<file path="config.mk">
export PLATFORM = sky130hd
export DESIGN_NAME = rdx4_front
export DESIGN_NICKNAME = d
export VERILOG_FILES = /design/src/sv/rdx4_pkg.sv /design/src/sv/rdx4_front.sv
export SDC_FILE = /design/constraint.sdc
export NUM_CORES = 1
export LEC_CHECK = 0
export BUFFER_PORTS_ARGS = -buffer_cell sky130_fd_sc_hd__clkbuf_2
export CAP_MARGIN = 40
export CORE_MARGIN = 5
export CORE_UTILIZATION = 43
export CTS_CLUSTER_SIZE = 14
export DETAILED_ROUTE_END_ITERATION = 6
export PLACE_DENSITY_LB_ADDON = 0.25
export SETUP_SLACK_MARGIN = 0.05
export SYNTH_ARGS = -nofsm -noshare
export SYNTH_HDL_FRONTEND = slang
export SYNTH_SLANG_ARGS = --single-unit
</file>
<file path="constraint.sdc">
create_clock -name i_clk -period 6.6 [get_ports i_clk]
set_input_delay 0 -clock i_clk [delete_from_list [all_inputs] [get_ports i_clk]]
set_output_delay 0 -clock i_clk [all_outputs]
set_load 0.05 [all_outputs]
</file>
<file path="src/sv/rdx4_pkg.sv">
package rdx4_pkg;

    typedef struct packed {
        logic signed [15:0] im;
        logic signed [15:0] re;
    } t_cplx;

    typedef struct packed {
        logic signed [15:0] re;
        logic signed [15:0] im;
    } t_twid;

    typedef struct packed {
        logic en;
    } t_pipe_ctl;

    localparam logic signed [15:0] C_MAX16 = 16'sh7FFF;
    localparam logic signed [15:0] C_MIN16 = 16'sh8000;

    function automatic logic signed [15:0] sat17(input logic signed [16:0] v);
        logic signed [15:0] r;
        if (v > 17'sd32767) begin
            r = C_MAX16;
        end else if (v < -17'sd32768) begin
            r = C_MIN16;
        end else begin
            r = v[15:0];
        end
        return r;
    endfunction

    function automatic logic signed [15:0] sat_add(input logic signed [15:0] a,
                                                   input logic signed [15:0] b);
        logic signed [16:0] s;
        s = 17'(a) + 17'(b);
        return sat17(s);
    endfunction

    function automatic logic signed [15:0] sat_sub(input logic signed [15:0] a,
                                                   input logic signed [15:0] b);
        logic signed [16:0] s;
        s = 17'(a) - 17'(b);
        return sat17(s);
    endfunction

    function automatic logic signed [15:0] wrap_neg(input logic signed [15:0] a);
        logic signed [15:0] r;
        r = 16'sd0 - a;
        return r;
    endfunction

endpackage

</file>
<file path="src/sv/rdx4_front.sv">
module rdx4_front (
    input  logic                 i_clk,
    input  rdx4_pkg::t_pipe_ctl  i_ctl,
    input  rdx4_pkg::t_cplx      i_x0,
    input  rdx4_pkg::t_cplx      i_x1,
    input  rdx4_pkg::t_cplx      i_x2,
    input  rdx4_pkg::t_cplx      i_x3,
    output rdx4_pkg::t_cplx      o_p0,
    output rdx4_pkg::t_cplx      o_p1,
    output rdx4_pkg::t_cplx      o_p2,
    output rdx4_pkg::t_cplx      o_p3
);
    import rdx4_pkg::*;

    t_cplx r_a, r_b, r_c, r_d;
    t_cplx n_a, n_b, n_c, n_d;
    t_cplx r_p0, r_p1, r_p2, r_p3;
    t_cplx n_p0, n_p1, n_p2, n_p3;
    t_cplx jd;

    always_comb begin
        n_a.re = sat_add(i_x0.re, i_x2.re);
        n_a.im = sat_add(i_x0.im, i_x2.im);
        n_c.re = sat_add(i_x1.re, i_x3.re);
        n_c.im = sat_add(i_x1.im, i_x3.im);
        n_b.re = sat_sub(i_x0.re, i_x2.re);
        n_b.im = sat_sub(i_x0.im, i_x2.im);
        n_d.re = sat_sub(i_x1.re, i_x3.re);
        n_d.im = sat_sub(i_x1.im, i_x3.im);
    end

    always_comb begin
        jd.re   = wrap_neg(r_d.im);
        jd.im   = r_d.re;
        n_p0.re = sat_add(r_a.re, r_c.re) >>> 1;
        n_p0.im = sat_add(r_a.im, r_c.im) >>> 1;
        n_p1.re = sat_sub(r_b.re, jd.re);
        n_p1.im = sat_sub(r_b.im, jd.im);
        n_p2.re = sat_sub(r_a.re, r_c.re);
        n_p2.im = sat_sub(r_a.im, r_c.im);
        n_p3.re = sat_add(r_b.re, jd.re);
        n_p3.im = sat_add(r_b.im, jd.im);
    end

    always_ff @(posedge i_clk) begin
        if (i_ctl.en) begin
            r_a  <= n_a;
            r_b  <= n_b;
            r_c  <= n_c;
            r_d  <= n_d;
            r_p0 <= n_p0;
            r_p1 <= n_p1;
            r_p2 <= n_p2;
            r_p3 <= n_p3;
        end
    end

    assign o_p0 = r_p0;
    assign o_p1 = r_p1;
    assign o_p2 = r_p2;
    assign o_p3 = r_p3;

endmodule

</file>
==> results of run 1 <==
metal layers:
metal / track usage (%) / part of all wire (%) / vias to the layer above
met2: 32.8 / 46 / 423
met4: 5.04 / 2.4 / 6
met5: 0 / 0.071 / -
met1: 26.9 / 46 / 8504
li1: - / - / 8956
met3: 2.68 / 5.0 / 81
critical path, cell delays in order (launching register included):
cell and delay (ns):
edfxtp_1 0.44, or3_1 0.39, nor2_1 0.15, nand2_1 0.15
xor2_1 0.19, ha_1 0.53, nor2b_1 0.14, or4_1 0.44
o2111a_1 0.28, nor3_2 0.26, o31ai_1 0.16, xnor2_2 0.19
nor2_1 0.60, o21ai_0 0.25
how the worst max path moves through the flow:
stage,end,cells after the start
global route,o_p1[5],13
detailed placement,o_p1[5],13
global placement,o_p1[3],13
floorplan,o_p3[10],15
CTS,o_p1[5],13
finish,o_p1[5],13
cell families after synthesis:
group,count (synthesis),synth area share (%)
AO/OA/AOI/OAI,701,20.8
XOR/XNOR,200,7.87
adder cells (fa/ha/maj),318,17.8
buffers and inverters,378,7.09
flip-flops,254,34.0
multiplexers,6,0.267
AND/OR/NAND/NOR,552,12.2
cells in the mapped netlist, types with 10 or more instances:
cell type    n
clkbuf_1    37
a211oi_1    17
o21ai_1     15
and3_1      12
edfxtp_1   254
buf_4       11
ha_1       260
a211o_1     13
nor2b_1     38
o31ai_1     26
nor3_1      55
or2_2       10
o21a_1      13
or3_1       19
buf_2       49
o21bai_1    33
maj3_1      42
nand2_1     80
and2_1      13
a31oi_1     24
nor2_1     195
o21ai_0    142
nand3_1     22
xnor2_1    158
fa_1        16
a21o_1      40
a21oi_1    221
nand2b_1    53
o21ai_2     16
nor4_1      11
inv_1      265
o211ai_1    15
xor2_1      40
state kept, by name (all words and copies together), names as in the netlist:
signal / count
o_p1: 32
o_p2: 32
o_p3: 32
r_a: 32
r_b: 32
r_c: 32
o_p0: 30
jd: 16
r_d: 16
power by group through the flow:
stage / combinational [mW] / clock, mW / sequential [mW]
after detailed placement: 5.80 / 0 / 2.94
after global placement: 5.77 / 0 / 2.94
after global routing: 6.34 / 1.93 / 2.96
final: 5.83 / 1.82 / 2.90
after CTS: 5.84 / 1.86 / 2.92
after floorplan: 3.21 / 0 / 4.23
per-stage QoR:
step | setup WS (ns) | hold WS, ns | instance area, µm²
after global placement | 2.33 | 0.535 | 24000
final | 2.14 | 0.0385 | 25200
after global routing | 1.89 | 0.0195 | 25200
after detailed placement | 2.15 | 0.549 | 24000
after floorplan | 2.84 | 0.112 | 22500
after CTS | 2.14 | 0.000850 | 25200
cell type report:
class | instances | area [µm²] | share of cell area [%]
Multi-Input combinational cell | 1777 | 13200 | 52.6
Clock buffer | 32 | 779 | 3.10
Inverter | 267 | 1000 | 3.98
Clock inverter | 23 | 299 | 1.19
Timing Repair Buffer | 264 | 1370 | 5.46
Antenna cell | 2 | 5.00 | 0.0199
Sequential cell | 254 | 7630 | 30.3
Tap cell | 680 | 851 | 3.38
what timing repair did:
action                                 CTS  global route
setup endpoints to repair                0             0
endpoints found under the hold margin   18             0
hold buffers                             5             0
==> reports/metrics.yaml, run 1 <==
min_from: "i_x3[0]"
syn_avg_cell_area_um2: 9.32
hold_viol: 0
p_int_mw: 5.60
fin_skew_ns: 0.0192
switching_share_pct: 46.9
ctsResizeCount: 0
first_pass_iters: 5
drc_errors: 0
globalplace.congestion: 0.926
setup_viol: 0
clk_latency_ns: 0.58
cts.sinks: 254
power.total_mw: 10.5
die_h_um: 239
ys_ff_latch: 254
netlist_area_um2: 22500
maxCapViolCount: 0
switchingPower_mw: 4.95
drt_wl_total_um: 57900
hpwl_um: 46400
outcome: "finished clean"
slew_violations: 0
synth.largest_area_cell: "edfxtp_1"
pwr_density_cell_nw_per_um2: 419
grt_pass1_wl_um: 92100
leakage_nw: 10.9
antenna_left: 0
grtUsageTotal_pct: 19.6
die_x_um: 239
cts_buffers: 30
h-tree-depth: 1
drt_iter0_drc: 1356
postLayoutCoreUtil_pct: 48.9
cts_setup_buffers: 0
mostFrequentLayoutCell: "inv_1"
synth-main-ff-cell: "edfxtp_1"
cts_root_buf: "clkbuf_16"
yosysWarnings: 0
rows: 83
hold_path_end: "jd[16]"
crit_type: "reg -> reg"
synth_area_leaders: "edfxtp_1 34%, ha_1 14%, xnor2_1 6.2%"
setup.worst_path.start: "r_d[18]"
fin_cells: 3299
cp.required_ns: 6.88
synth-edff-count: 254
irDropWorstVdd_mv: 0.439
worstReg2RegEnd: "o_p1[5]"
fin_nets: 3000
fin_crit_ns: 4.46
cts.clk_slew.worst_paths_ns: 0.07
ys_seq_area_share_pct: 34.0
tightest_slew_ns: 0.991
seqPwrFrac_pct: 27.5
rsz0062_at_grt: "false"
clk_path_buf_depth: 3
syn2layout_area_growth_pct: 12.1
design.core.area_um2: 51500
synthesis.nets: 2815
netlist_instances: 2409
crit_fanout: 12
worst-r2r-cell-count: 13
start_util_pct: 43.6
end_kind: "flip-flop"
fmax_mhz: 224
critPathLaunchType: "flip-flop"
holdPathStages: 3
grt_start_max_net_pins: 150
combPwrFrac_pct: 55.3
synth_top_area_share_pct: 34.0
vias_per_cell: 5.45
io_buffers: 257
drive_gt1_share_pct: 14.7
synthArstFlopShare_pct: 0
grt_pass1_vias: 17700
worstPathArrival_ns: 4.74
dieArea_um2: 56900
mostFrequentLayoutCells: "265 x inv_1, 260 x ha_1, 256 x clkbuf_2"
dr_total_vias: 18000
n_fill_cell: 4936
avgRoutedWirePerCell_um: 17.5
rr_startpoint: "r_d[18]"
ios: 258
synth_cell_types: 101
r2r_slack_ns: 2.14
setup_tns_ns: 0
dp_cells: 3237
min_path_type: "in -> reg"
slew_headroom_pct: 33.9
overflow: 0
post-route-period-util_pct: 67.6
antenna_found_initial: 5
clockPowerShare_pct: 17.2
cts_tree: "done"
(Power assumes the default switching activity.)
==> run 2, diff against run 1 <==
- clock period: 6.6 -> 3.73 ns (I/O delays scaled with it)
==> reports/metrics.yaml, run 2 (same netlist as run 1, synthesis figures left out) <==
outcome: "finished clean"
grt_pass1_vias: 17700  # +0.27%
seqPwrFrac_pct: 26.9  # -0.6 points
fin_crit_ns: 3.70  # -0.763 ns
setup_tns_ns: 0  # unchanged
grt_pass1_wl_um: 92100  # about the same
grtUsageTotal_pct: 19.6  # +0.056 points
antenna_found_initial: 7  # +2
mostFrequentLayoutCells: "260 x inv_1, 256 x clkbuf_2, 254 x ha_1, 254 x edfxtp_1, 205 x a21oi_1"
hold_path_end: "r_a[16]"
dp_slack_ns: -0.102  # -2.25 ns
irDropWorstVdd_mv: 0.622  # +41%
switching_share_pct: 46.8  # -0.052 points
die_h_um: 239  # unchanged
antenna_left: 0  # unchanged
rsz0062_at_grt: "true"
worstReg2RegEnd: "o_p3[9]"
vias_per_cell: 5.39  # -1.1%
overflow: 0  # unchanged
dieArea_um2: 56900  # unchanged
fin_nets: 3070  # +2.3%
dr_total_vias: 18200  # +1.1%
postLayoutCoreUtil_pct: 50.6  # +1.8 points
crit_fanout: 4  # -8
cts_root_buf: "clkbuf_16"
fmax_mhz: 270  # +21%
clk_latency_ns: 0.59  # about the same
h-tree-depth: 1  # unchanged
critPathLaunchType: "flip-flop"
maxCapViolCount: 0  # unchanged
drive_gt1_share_pct: 19.3  # +4.6 points
fin_skew_ns: 0.0284  # +0.00922 ns
pwr_density_cell_nw_per_um2: 734  # +75%
design.core.area_um2: 51500  # unchanged
cts.sinks: 254  # unchanged
first_pass_iters: 5  # unchanged
clk_path_buf_depth: 3  # unchanged
cts_buffers: 30  # unchanged
io_buffers: 257  # unchanged
final_area_um2: 26100  # +3.6%
placed_area_um2: 24500  # +1.9%
slew_headroom_pct: 29.6  # -4.3 points
post-route-period-util_pct: 99.2  # +32 points
worstPathArrival_ns: 4.03  # -0.71 ns
syn2layout_area_growth_pct: 16.2
cp.required_ns: 4.06  # -2.82 ns
slew_violations: 0  # unchanged
leakage_nw: 11.3  # +3.8%
mostFrequentLayoutCell: "inv_1"
tightest_slew_ns: 1.06  # +0.0649 ns
clockPowerShare_pct: 15.5  # -1.7 points
hpwl_um: 46900  # +1.2%
drt_wl_total_um: 58900  # +1.7%
end_kind: "flip-flop"
cts.clk_slew.worst_paths_ns: 0.06  # about the same
worst-r2r-cell-count: 13  # unchanged
start_util_pct: 43.6  # unchanged
rows: 83  # unchanged
drt_iter0_drc: 1236  # -8.8%
hold_ws_ns: 0.0382  # -0.000320 ns
ios: 258  # unchanged
die_x_um: 239  # unchanged
crit_type: "reg -> reg"
setup_viol: 0  # unchanged
p_int_mw: 10.2  # +82%
min_from: "i_x0[16]"
cts_tree: "done"
r2r_slack_ns: 0.03  # -2.11 ns
grt_start_max_net_pins: 134  # -11%
rr_startpoint: "r_d[18]"
n_fill_cell: 4836  # -2.0%
worst_slack_ns: 0.0316  # -2.11 ns
holdPathStages: 4  # +1
avgRoutedWirePerCell_um: 17.5  # -0.46%
fin_cells: 3371  # +2.2%
min_path_type: "in -> reg"
power.total_mw: 19.2  # +82%
dp_cells: 3297  # +1.9%
drc_errors: 0  # unchanged
hold_viol: 0  # unchanged
switchingPower_mw: 8.97  # +81%
combPwrFrac_pct: 57.5  # +2.2 points
globalplace.congestion: 0.945  # +2.0%
run 2: layout make-up:
class	instances	area, µm²	share of cell area, %
Antenna cell	3	7.51	0.0288
Clock buffer	31	754	2.89
Clock inverter	25	254	0.974
Inverter	267	1000	3.85
Multi-Input combinational cell	1778	13700	52.4
Sequential cell	254	7630	29.2
Tap cell	680	851	3.26
Timing Repair Buffer	333	1920	7.35
run 2: worst max-delay path, stage by stage, from the launching register on:
cell and delay (ns):
edfxtp_1 0.38, or3_4 0.41, nor2_4 0.12, nand3_2 0.10, or4_4 0.46, xor2_4 0.18, ha_4 0.30, and4_1 0.21
a32oi_2 0.13, a31o_2 0.28, or4b_4 0.21, o311ai_4 0.16, buf_4 0.18, maj3_1 0.32
run 2: power groups by stage:
stage,Sequential [mW],Clock [mW],Combinational (mW)
final,5.16,2.98,11.0
after CTS,5.18,3.07,10.8
after global routing,5.27,3.19,12.0
after global placement,5.20,0,10.5
after detailed placement,5.21,0,10.6
after floorplan,7.48,0,5.71
run 2: what timing repair did:
item	CTS	global route
hold buffers	6	0
setup buffers	3	4
hold endpoints to repair	9	0
gates resized for setup	34	63
pin swaps	14	21
endpoints found under the setup margin	27	33
cloned	0	2
run 2: worst max-delay path by stage:
stage	start	to	slack [ns]
detailed placement	r_d[20]	o_p3[8]	-0.10
floorplan	r_d[18]	o_p3[8]	0.005
global route	r_d[18]	o_p3[0]	-0.09
finish	r_d[18]	o_p3[9]	0.03
global placement	r_d[20]	o_p3[6]	-0.10
CTS	r_d[19]	o_p3[0]	-0.03
run 2: per-layer routing:
layer | global-route usage, % | vias to the layer above | wire length [µm]
li1 | - | 9088 | -
met1 | 26.1 | 8579 | 26400
met2 | 33.4 | 401 | 28000
met3 | 3.13 | 89 | 2690
met4 | 5.46 | 8 | 1680
met5 | 0 | - | 49
